File: config.mk
export PLATFORM = sky130hd
export DESIGN_NAME = lattice_coeff_compress_pack_unit
export DESIGN_NICKNAME = d
export VERILOG_FILES = /design/src/rtl/lccp_pkg.sv /design/src/rtl/lccp_compress.sv /design/src/rtl/lccp_pack.sv /design/src/rtl/lattice_coeff_compress_pack_unit.sv
export VERILOG_INCLUDE_DIRS = /design/src /design/src/rtl
export SDC_FILE = /design/constraint.sdc
export NUM_CORES = 1
export LEC_CHECK = 0
export BUFFER_PORTS_ARGS = -buffer_cell sky130_fd_sc_hd__buf_2
export CORE_MARGIN = 2
export CORE_UTILIZATION = 60
export DETAILED_ROUTE_END_ITERATION = 12
export GPL_TIMING_DRIVEN = 0
export HOLD_SLACK_MARGIN = 0.15
export MAX_ROUTING_LAYER = met4
export PLACE_DENSITY_LB_ADDON = 0.12
export SLEW_MARGIN = 20
export SYNTH_ARGS = -nofsm -noshare
export SYNTH_HDL_FRONTEND = slang
export SYNTH_SLANG_ARGS = --single-unit
File: constraint.sdc
create_clock -name clk -period 9.7 [get_ports clk]
set_input_delay 0.485 -clock clk [delete_from_list [all_inputs] [get_ports clk]]
set_output_delay 0.485 -clock clk [all_outputs]
set_load 0.05 [all_outputs]
File: src/rtl/assert_macros.svh
// Assertion helpers shared by the RTL. Both sample on clk and are disabled in reset.
`ifndef ASSERT_MACROS_SVH
`define ASSERT_MACROS_SVH

// The condition must hold at every clock edge.
`define ASSERT_ALWAYS(lbl, cond, msg) \
	lbl: assert property (@(posedge clk) disable iff (!arst_n) (cond)) else $error(msg);

// When the trigger holds, the consequence must hold in the next cycle.
`define ASSERT_NEXT(lbl, trig, cons, msg) \
	lbl: assert property (@(posedge clk) disable iff (!arst_n) (trig) |=> (cons)) else $error(msg);

`endif

File: src/rtl/lccp_pkg.sv
package lccp_pkg;

	localparam int COEFF_W = 12;
	localparam int D_W     = 4;
	localparam int VAL_W   = 11;
	localparam int QUO_W   = 12;
	localparam int NUM_W   = 24;
	localparam int RECIP_W = 25;
	localparam int PROD_W  = NUM_W + RECIP_W;
	localparam int RECIP_SHIFT = 36;
	localparam int ACC_W   = 18;
	localparam int BUF_W   = 24;
	localparam int PEND_W  = 7;
	localparam int CNT_W   = 3;
	localparam int TOT_W   = 5;
	localparam int REM_W   = 2;

	localparam logic [D_W-1:0]     D_RESET = 4'd10;
	localparam logic [D_W-1:0]     D_MIN   = 4'd1;
	localparam logic [D_W-1:0]     D_MAX   = 4'd11;
	localparam logic [NUM_W-1:0]   HALF_Q  = 24'd1664;
	// Rounded-up reciprocal of q = 3329, scaled by 2^36.
	localparam logic [RECIP_W-1:0] RECIP_Q = 25'd20642679;

	typedef struct packed {
		logic             valid;
		logic [VAL_W-1:0] value;
		logic [D_W-1:0]   width;
		logic             last;
	} lccp_coeff_t;

endpackage

File: src/rtl/lccp_compress.sv
module lccp_compress
	import lccp_pkg::*;
(
	input  logic               clk,
	input  logic               arst_n,
	input  logic [D_W-1:0]     cfg_width,
	input  logic               in_valid,
	output logic               in_stall,
	input  logic [COEFF_W-1:0] coefficient,
	input  logic               last_coeff,
	output lccp_coeff_t        coeff_out,
	input  logic               coeff_stall
);

	logic               vld_s1;
	logic [COEFF_W-1:0] coef_s1;
	logic               last_s1;
	logic [D_W-1:0]     d_s1;
	logic               vld_s2;
	logic [QUO_W-1:0]   quo_s2;
	logic               last_s2;
	logic [D_W-1:0]     d_s2;
	logic [D_W-1:0]     d_eff;
	logic [NUM_W-1:0]   num;
	logic [PROD_W-1:0]  prod;
	logic [QUO_W:0]     mask;
	logic               adv2;
	logic               en1;

	always_comb begin
		if (cfg_width < D_MIN) begin
			d_eff = D_MIN;
		end else if (cfg_width > D_MAX) begin
			d_eff = D_MAX;
		end else begin
			d_eff = cfg_width;
		end
	end

	assign adv2     = !vld_s2 || !coeff_stall;
	assign en1      = !vld_s1 || adv2;
	assign in_stall = !en1;

	// Round half up of x * 2^d / q, with the division done by a reciprocal multiply.
	assign num  = ({{(NUM_W-COEFF_W){1'b0}}, coef_s1} << d_s1) + HALF_Q;
	assign prod = PROD_W'(num) * PROD_W'(RECIP_Q);

	always_ff @(posedge clk or negedge arst_n) begin
		if (!arst_n) begin
			vld_s1 <= 1'b0;
			vld_s2 <= 1'b0;
		end else begin
			if (en1) begin
				vld_s1 <= in_valid;
			end
			if (adv2) begin
				vld_s2 <= vld_s1;
			end
		end
	end

	always_ff @(posedge clk) begin
		if (en1) begin
			coef_s1 <= coefficient;
			last_s1 <= last_coeff;
			d_s1    <= d_eff;
		end
		if (adv2) begin
			quo_s2  <= prod[RECIP_SHIFT +: QUO_W];
			last_s2 <= last_s1;
			d_s2    <= d_s1;
		end
	end

	assign mask = ({{QUO_W{1'b0}}, 1'b1} << d_s2) - {{QUO_W{1'b0}}, 1'b1};

	assign coeff_out.valid = vld_s2;
	assign coeff_out.value = quo_s2[VAL_W-1:0] & mask[VAL_W-1:0];
	assign coeff_out.width = d_s2;
	assign coeff_out.last  = last_s2;

endmodule

File: src/rtl/lccp_pack.sv
`include "assert_macros.svh"

module lccp_pack
	import lccp_pkg::*;
(
	input  logic        clk,
	input  logic        arst_n,
	input  lccp_coeff_t coeff_in,
	output logic        coeff_stall,
	output logic        out_valid,
	input  logic        out_stall,
	output logic [7:0]  packed_byte,
	output logic        last_byte
);

	logic [PEND_W-1:0] pend_q;
	logic [CNT_W-1:0]  pend_cnt_q;
	logic [BUF_W-1:0]  buf_q;
	logic [REM_W-1:0]  rem_q;
	logic              last_q;
	logic [ACC_W-1:0]  acc;
	logic [TOT_W-1:0]  tot;
	logic [1:0]        full;
	logic [REM_W-1:0]  nbytes;
	logic [PEND_W-1:0] pend_next;
	logic [CNT_W-1:0]  cnt_next;
	logic              take;
	logic              load;

	assign acc = {{(ACC_W-PEND_W){1'b0}}, pend_q}
		| ({{(ACC_W-VAL_W){1'b0}}, coeff_in.value} << pend_cnt_q);
	assign tot  = {{(TOT_W-CNT_W){1'b0}}, pend_cnt_q} + {1'b0, coeff_in.width};
	assign full = tot[4:3];

	always_comb begin
		case (full)
			2'd0:    pend_next = acc[6:0];
			2'd1:    pend_next = acc[14:8];
			2'd2:    pend_next = {5'd0, acc[17:16]};
			default: pend_next = '0;
		endcase
		if (coeff_in.last) begin
			nbytes    = full + {1'b0, (tot[2:0] != 3'd0)};
			pend_next = '0;
			cnt_next  = '0;
		end else begin
			nbytes   = full;
			cnt_next = tot[2:0];
		end
	end

	assign take        = (rem_q != '0) && !out_stall;
	assign load        = coeff_in.valid && ((rem_q == '0) || ((rem_q == 2'd1) && take));
	assign coeff_stall = coeff_in.valid && !load;

	always_ff @(posedge clk or negedge arst_n) begin
		if (!arst_n) begin
			pend_q     <= '0;
			pend_cnt_q <= '0;
			rem_q      <= '0;
			last_q     <= 1'b0;
		end else if (load) begin
			pend_q     <= pend_next;
			pend_cnt_q <= cnt_next;
			rem_q      <= nbytes;
			last_q     <= coeff_in.last;
		end else if (take) begin
			rem_q <= rem_q - 2'd1;
		end
	end

	always_ff @(posedge clk) begin
		if (load) begin
			buf_q <= {{(BUF_W-ACC_W){1'b0}}, acc};
		end else if (take) begin
			buf_q <= {8'd0, buf_q[BUF_W-1:8]};
		end
	end

	assign out_valid   = rem_q != '0;
	assign packed_byte = buf_q[7:0];
	assign last_byte   = last_q && (rem_q == 2'd1);

	`ASSERT_ALWAYS(a_load_when_free, !load || (rem_q == '0) || ((rem_q == 2'd1) && take), "load over pending bytes")
	`ASSERT_NEXT(a_last_clears, load && coeff_in.last, pend_cnt_q == '0, "accumulator not empty after last")
	`ASSERT_ALWAYS(a_two_full_max, !load || coeff_in.last || (nbytes != 2'd3), "three bytes without last")

endmodule

File: src/rtl/lattice_coeff_compress_pack_unit.sv
// Channel   Direction  Handshake             Payload
// in        input      in_valid / in_stall   coefficient[11:0], last_coeff
// out       output     out_valid / out_stall packed_byte[7:0], last_byte
// cfg       input      cfg_valid / cfg_ready bits_per_coeff[3:0]
//
// A coefficient passes an input register and a product register, then reaches the byte buffer.
// One coefficient is taken per cycle while in_stall is low; the output port sends one byte per
// cycle while out_stall is low, so a coefficient that yields two or three bytes holds the byte
// buffer until its last byte is taken.
// Reset clears the pipeline and the accumulator and sets the width to 10.
// An output stall holds the byte buffer and backs up through both pipeline stages.
module lattice_coeff_compress_pack_unit
	import lccp_pkg::*;
(
	input  logic               clk,
	input  logic               arst_n,
	input  logic               cfg_valid,
	output logic               cfg_ready,
	input  logic [D_W-1:0]     bits_per_coeff,
	input  logic               in_valid,
	output logic               in_stall,
	input  logic [COEFF_W-1:0] coefficient,
	input  logic               last_coeff,
	output logic               out_valid,
	input  logic               out_stall,
	output logic [7:0]         packed_byte,
	output logic               last_byte
);

	logic [D_W-1:0] width_q;
	lccp_coeff_t    coeff;
	logic           coeff_stall;

	assign cfg_ready = 1'b1;

	always_ff @(posedge clk or negedge arst_n) begin
		if (!arst_n) begin
			width_q <= D_RESET;
		end else if (cfg_valid && cfg_ready) begin
			width_q <= bits_per_coeff;
		end
	end

	lccp_compress u_compress (
		.clk         (clk),
		.arst_n      (arst_n),
		.cfg_width   (width_q),
		.in_valid    (in_valid),
		.in_stall    (in_stall),
		.coefficient (coefficient),
		.last_coeff  (last_coeff),
		.coeff_out   (coeff),
		.coeff_stall (coeff_stall)
	);

	lccp_pack u_pack (
		.clk         (clk),
		.arst_n      (arst_n),
		.coeff_in    (coeff),
		.coeff_stall (coeff_stall),
		.out_valid   (out_valid),
		.out_stall   (out_stall),
		.packed_byte (packed_byte),
		.last_byte   (last_byte)
	);

endmodule

; ---- Yosys cells after proc, flatten, opt, wreduce, memory -nomap -nowiden
; Cells that the tools add are included.
[classes]
add_sub_neg = 5
multipliers = 1
n_lt_le_gt_ge = 2
eq_ne = 3
n_shift = 3
n_mux = 9
bitwise = 2
n_reduce_logical = 20
[op_table]
columns = op, n
row1 = $mul 24x25->47 const B, 1
row2 = $mux 18, 2
row3 = $add 24x11->24 const B, 1
row4 = $shl 12x4->24, 1
row5 = $pmux 7 s3, 1
row6 = $or 7x18->18, 1
row7 = $shl 11x3->18, 1
row8 = $and 11x11->11, 1
row9 = $shl 1x4->11 const A, 1
row10 = $sub 11x1->11 const B, 1
row11 = $mux 7, 1
row12 = $logic_not 1->1, 6
row13 = $mux 2, 3
row14 = $add 3x4->5, 1
row15 = $logic_and 1x1->1, 5
row16 = $eq 2x1->1 const B, 2
row17 = $gt 4x4->1 const B, 1
row18 = $logic_not 2->1, 2
row19 = $lt 4x1->1 const B, 1
row20 = $mux 4, 1
row21 = $reduce_bool 2->1, 2
row22 = $logic_or 1x1->1, 3
row23 = $mux 3, 1
row24 = $reduce_bool 3->1, 1
row25 = other kinds (4), 4
[totals]
ff_bits = 70
inputBits = 22
out_inout_bits = 12

; ---- Depth between registers and ports, before layout
[depth]
ltp_word = 11
depth_mapped = 35
mapped_depth_nobuf = 33

; ---- Modules after synthesis
; Synthesis repeated with hierarchy kept, for this count alone.
[hier_totals]
hier_cells = 1507
area_unflattened_um2 = 15502.4
[modules_own_cells]
columns = module, n_inst, cells_per_inst, area_each_um2, seq_area_each_um2
row1 = lccp_compress, 1, 1288, 13228.9, 1041.0
row2 = lccp_pack, 1, 209, 2114.5, 865.8
row3 = lattice_coeff_compress_pack_unit, 1, 10, 158.9, 102.6

; ---- Worst setup path before layout
; Ideal clock, no wire load.
[synth_timing]
path_type = reg-to-reg
start = register u_compress.d_s1[0]
end = register u_compress.quo_s2[8] (data pin)
setup_time_ns = 0.174
t_arrival_ns = 8.696
required_ns = 9.526
setup_slack_ns = 0.830
stages_incl_launch_ff = 31
path_cell_list = edfxtp_1 buf_6 mux4_2 mux2i_2 o21ai_0 ha_1 inv_1 and3_1 nor3_1 nor3b_2 nand4_1 o32ai_1 fa_1 inv_1 fa_1 fa_1 fa_1 fa_1 fa_1 inv_1 fa_1 inv_1 ha_1 nand3_1 nor3_1 nand3_1 nor3_1 nor4_1 nor4_1 o21ai_0 a311oi_1
[synth_between]
elab_chain_cells = 3
[synth_lines]
columns = item, line_no
row1 = start: declaration, lccp_compress.sv:18  ; logic [D_W-1:0] d_s1;
row2 = start signal: assignment, lccp_compress.sv:66  ; d_s1 <= d_eff;
row3 = $shl 12x4->24, lccp_compress.sv:45  ; assign num = ({{(NUM_W-COEFF_W){1'b0}}, coef_s1} << d_s1) + HALF_Q;
row4 = $add 24x11->24, lccp_compress.sv:45
row5 = $mul 24x25->47, lccp_compress.sv:46  ; assign prod = PROD_W'(num) * PROD_W'(RECIP_Q);
row6 = named net u_compress.prod[44], lccp_compress.sv:25  ; logic [PROD_W-1:0] prod;
row7 = end signal: assignment, lccp_compress.sv:69  ; quo_s2 <= prod[RECIP_SHIFT +: QUO_W];
row8 = end: declaration, lccp_compress.sv:20  ; logic [QUO_W-1:0] quo_s2;
; The timed path passes the listed nets, and every way through them passes these cells.
; A chain may end at the register's enable or synchronous reset.

; ---- Worst setup path in the final report
; Ends and elaborated chain as after synthesis.

==> qor.yml <==
global_route:
  grt_usage_pct: 30.1
  grt_max_degree: 20
  grt_pass1_wl_um: 59000
  grt_pass1_vias: 11200
  grt_antenna_before_repair: 0
  grt_remaining_overflow: 0
floorplanning:
  die_w_um: 164
  std_cell_rows: 58
  io_pins: 34
  die_h_um: 164
  die_area_mm2: 0.0268
  coreArea_mm2: 0.0251
  initial_core_util_pct: 60.9
synthesis:
  yosysSeqAreaShare_pct: 13.1
  synth-seq-cells: 70
  syn-num-nets: 2022
  synth_cell_types: 73
  synth_area_mm2: 0.0153
  netlist_instances: 1511
  postSynthAreaPerCell_um2: 10.1
  synth_edf_count: 51
  synth-main-ff-cell: "edfxtp_1"
  ys_warn_count: 0
  synthArstFlopShare_pct: 27.1
cts:
  cts_buffers: 9
  cts_root_buf: "clkbuf_16"
  clk_pin_slew_ns: 0.06
  clk_latency_ns: 0.34
  cts_tree: "built"
  cts_buffer_depth: 2
  htree_levels: 3
  cts_sinks: 70
worst_setup_path:
  worstSetupPathType: "flop to flop"
  cp_slowest_stage_delay_ns: 0.67
  startpoint_type: "flop"
  end_kind: "flop"
  critPathSlowestCell: "mux4_1"
  cp_max_fo: 6
  crit_top_cell: "fa_1"
  required_ns: 9.84
  worstPathArrival_ns: 9.39
sta:
  setup_violations: 0
  fin_skew_ns: 0.0129
  whs_ns: 0.323
  finalCritPeriodShare_pct: 95.3
  slew_headroom_pct: 33.2
  drv_slew: 0
  worst_pin_slew_ns: 0.994
  layout_min_cycle_time_ns: 9.25
  fmax_mhz: 108
  hold_violations: 0
detailed_routing:
  drc: 0
  dr.first_iter.drc_count: 522
  dr.pass1.iters: 5
  wl_um: 35900
  wire_per_inst_um: 18.9
  vias: 10400
  vias_per_cell: 5.45
  wl_met1_um: 15000
  highest_layer: "met4"
  postRouteAntennaNets: 0
  wl_met3_um: 1530
  dr_wl_met2_um: 18100
place:
  gp_congestion: 0.973
  numPortBuffers: 32
  dp_hpwl_um: 32000
finish:
  n_antenna_cell: 0
  fin_util_pct: 65.7
  syn_to_final_growth_pct: 7.73
  num-fill-cells: 2058
  drive_above_1_share_pct: 9.22
  nNetsFinal: 2079
worst_hold_path:
  hold_class: "input pin to flop"
outcome:
  status: "finished clean"
run:
  max_cap_viol_count: 0
repair_timing:
item                                    CTS  global route
endpoints found under the setup margin   11            11
resized for setup                        11            22
hold buffers                              1             0
cloned                                    0             0
endpoints found under the hold margin    17             0
buffers inserted                          2            10
pin swaps                                 2            10
worst max-delay path, delay by kind of cell, from the launching register on:
kind,cells,cell delay [ns]
AO/OA/AOI/OAI,2,0.49
flip-flops,1,0.44
AND/OR/NAND/NOR,9,1.71
XOR/XNOR,1,0.38
adder cells (fa/ha/maj),9,4.30
multiplexers,2,0.92
buffers and inverters,7,0.78
final cells by class:
cell class	count	area, µm²	share of cell area [%]
Sequential cell	70	2010	12.2
Timing Repair Buffer	46	272	1.65
Clock inverter	5	60.1	0.364
Buffer	35	194	1.18
Tap cell	330	413	2.50
Inverter	443	1660	10.1
Clock buffer	11	243	1.47
Multi-Input combinational cell	963	11600	70.6
metrics by stage:
step	TNS, ns	std cells	instance area (µm²)	setup slack, ns
5_1_grt	-0.0472	1903	16500	-0.0319
6_report	0	1903	16500	0.452
4_1_cts	0	1893	16300	0.00863
2_1_floorplan	0	1511	15300	0.830
3_5_place_dp	-9.29	1874	15900	-1.09
3_3_place_gp	-10.83	1873	15900	-1.32
cell families (layout without fill, tap and decap cells):
kind of cell    Yosys count  count (layout)  share of synthesized area (%)
compound gates          171             171                           7.18
xor+xnor                 35              35                           2.00
fa+ha+maj               489             489                           54.3
buf+inv                 478             540                           12.1
flops                    70              70                           13.1
mux                      49              49                           4.25
other cells               1               1                         0.0245
simple gates            218             218                           7.03
worst paths after layout:
path                                                   from                               to  slack (ns)  cells past startpoint
max                        u_compress.d_s1[0]$_SDFFCE_PP1N_   u_compress.quo_s2[8]$_DFFE_PP_        0.45                     30
min                                          coefficient[7]  u_compress.coef_s1[7]$_DFFE_PN_        0.32                      1
max reg2reg                u_compress.d_s1[0]$_SDFFCE_PP1N_   u_compress.quo_s2[8]$_DFFE_PP_        0.45                     30
min reg2reg                    u_compress.last_s1$_DFFE_PN_     u_compress.last_s2$_DFFE_PP_        0.43                      0
max in group asynchronous                            arst_n           width_q[1]$_DFFE_PN1P_        8.69                      2
min in group asynchronous                            arst_n      u_pack.rem_q[1]$_DFFE_PN0P_        0.66                      2
synthesized netlist by cell type (20+ instances only):
| cell | instances | share of area, % |
|---|---|---|
| edfxtp_1 | 51 | 10 |
| inv_1 | 440 | 11 |
| ha_1 | 198 | 16 |
| clkbuf_1 | 20 | 0.49 |
| xnor2_1 | 24 | 1.4 |
| fa_1 | 291 | 38 |
| nor2_1 | 48 | 1.2 |
| a21oi_1 | 49 | 1.6 |
| nand3_1 | 25 | 0.82 |
| o21ai_0 | 47 | 1.5 |
| nand2_1 | 58 | 1.4 |
metal layers:
layer | vias to the layer above | global-route usage (%)
li1 | 4848 | -
met4 | 0 | 10.3
met2 | 236 | 49.8
met3 | 66 | 4.37
met5 | - | -
met1 | 5226 | 38.3
layout by cell type (no fill, tap or decap), types with 4 or more instances in the layout:
master and instances:
fa_1 289, o21ai_0 45, mux2i_1 19, nand2_1 58, and3_1 5, nor3_1 10, clkbuf_1 20, or2_2 10
mux4_1 4, xnor2_2 6, o211ai_1 5, o31ai_1 6, xnor2_1 17, buf_2 33, and2_1 8, a21oi_1 48
clkbuf_16 9, edfxtp_1 51, nand2b_1 11, xor2_1 10, nor4_1 5, dfrtp_1 17, ha_1 198, inv_1 439
nand3b_1 4, nand3_1 25, mux2_2 19, buf_4 24, nand4_1 5, nor2b_1 6, a21o_1 12, or3_1 6
o21a_1 5, nor2_1 47, a211oi_1 6, mux4_2 5, a31oi_1 6
registers in the layout, indices dropped and copies added, names as in the netlist:
register / flops
u_compress.d_s1: 4
u_compress.last_s1: 1
u_compress.vld_s2: 1
u_pack.rem_q: 2
u_pack.buf_q: 18
u_compress.d_s2: 4
u_compress.quo_s2: 11
u_pack.last_q: 1
u_pack.pend_q: 7
u_compress.coef_s1: 12
u_pack.pend_cnt_q: 3
width_q: 4
u_compress.last_s2: 1
u_compress.vld_s1: 1
Power is not shown: default switching activity piles up to over one toggle a cycle in this logic, so the estimate is an artifact.
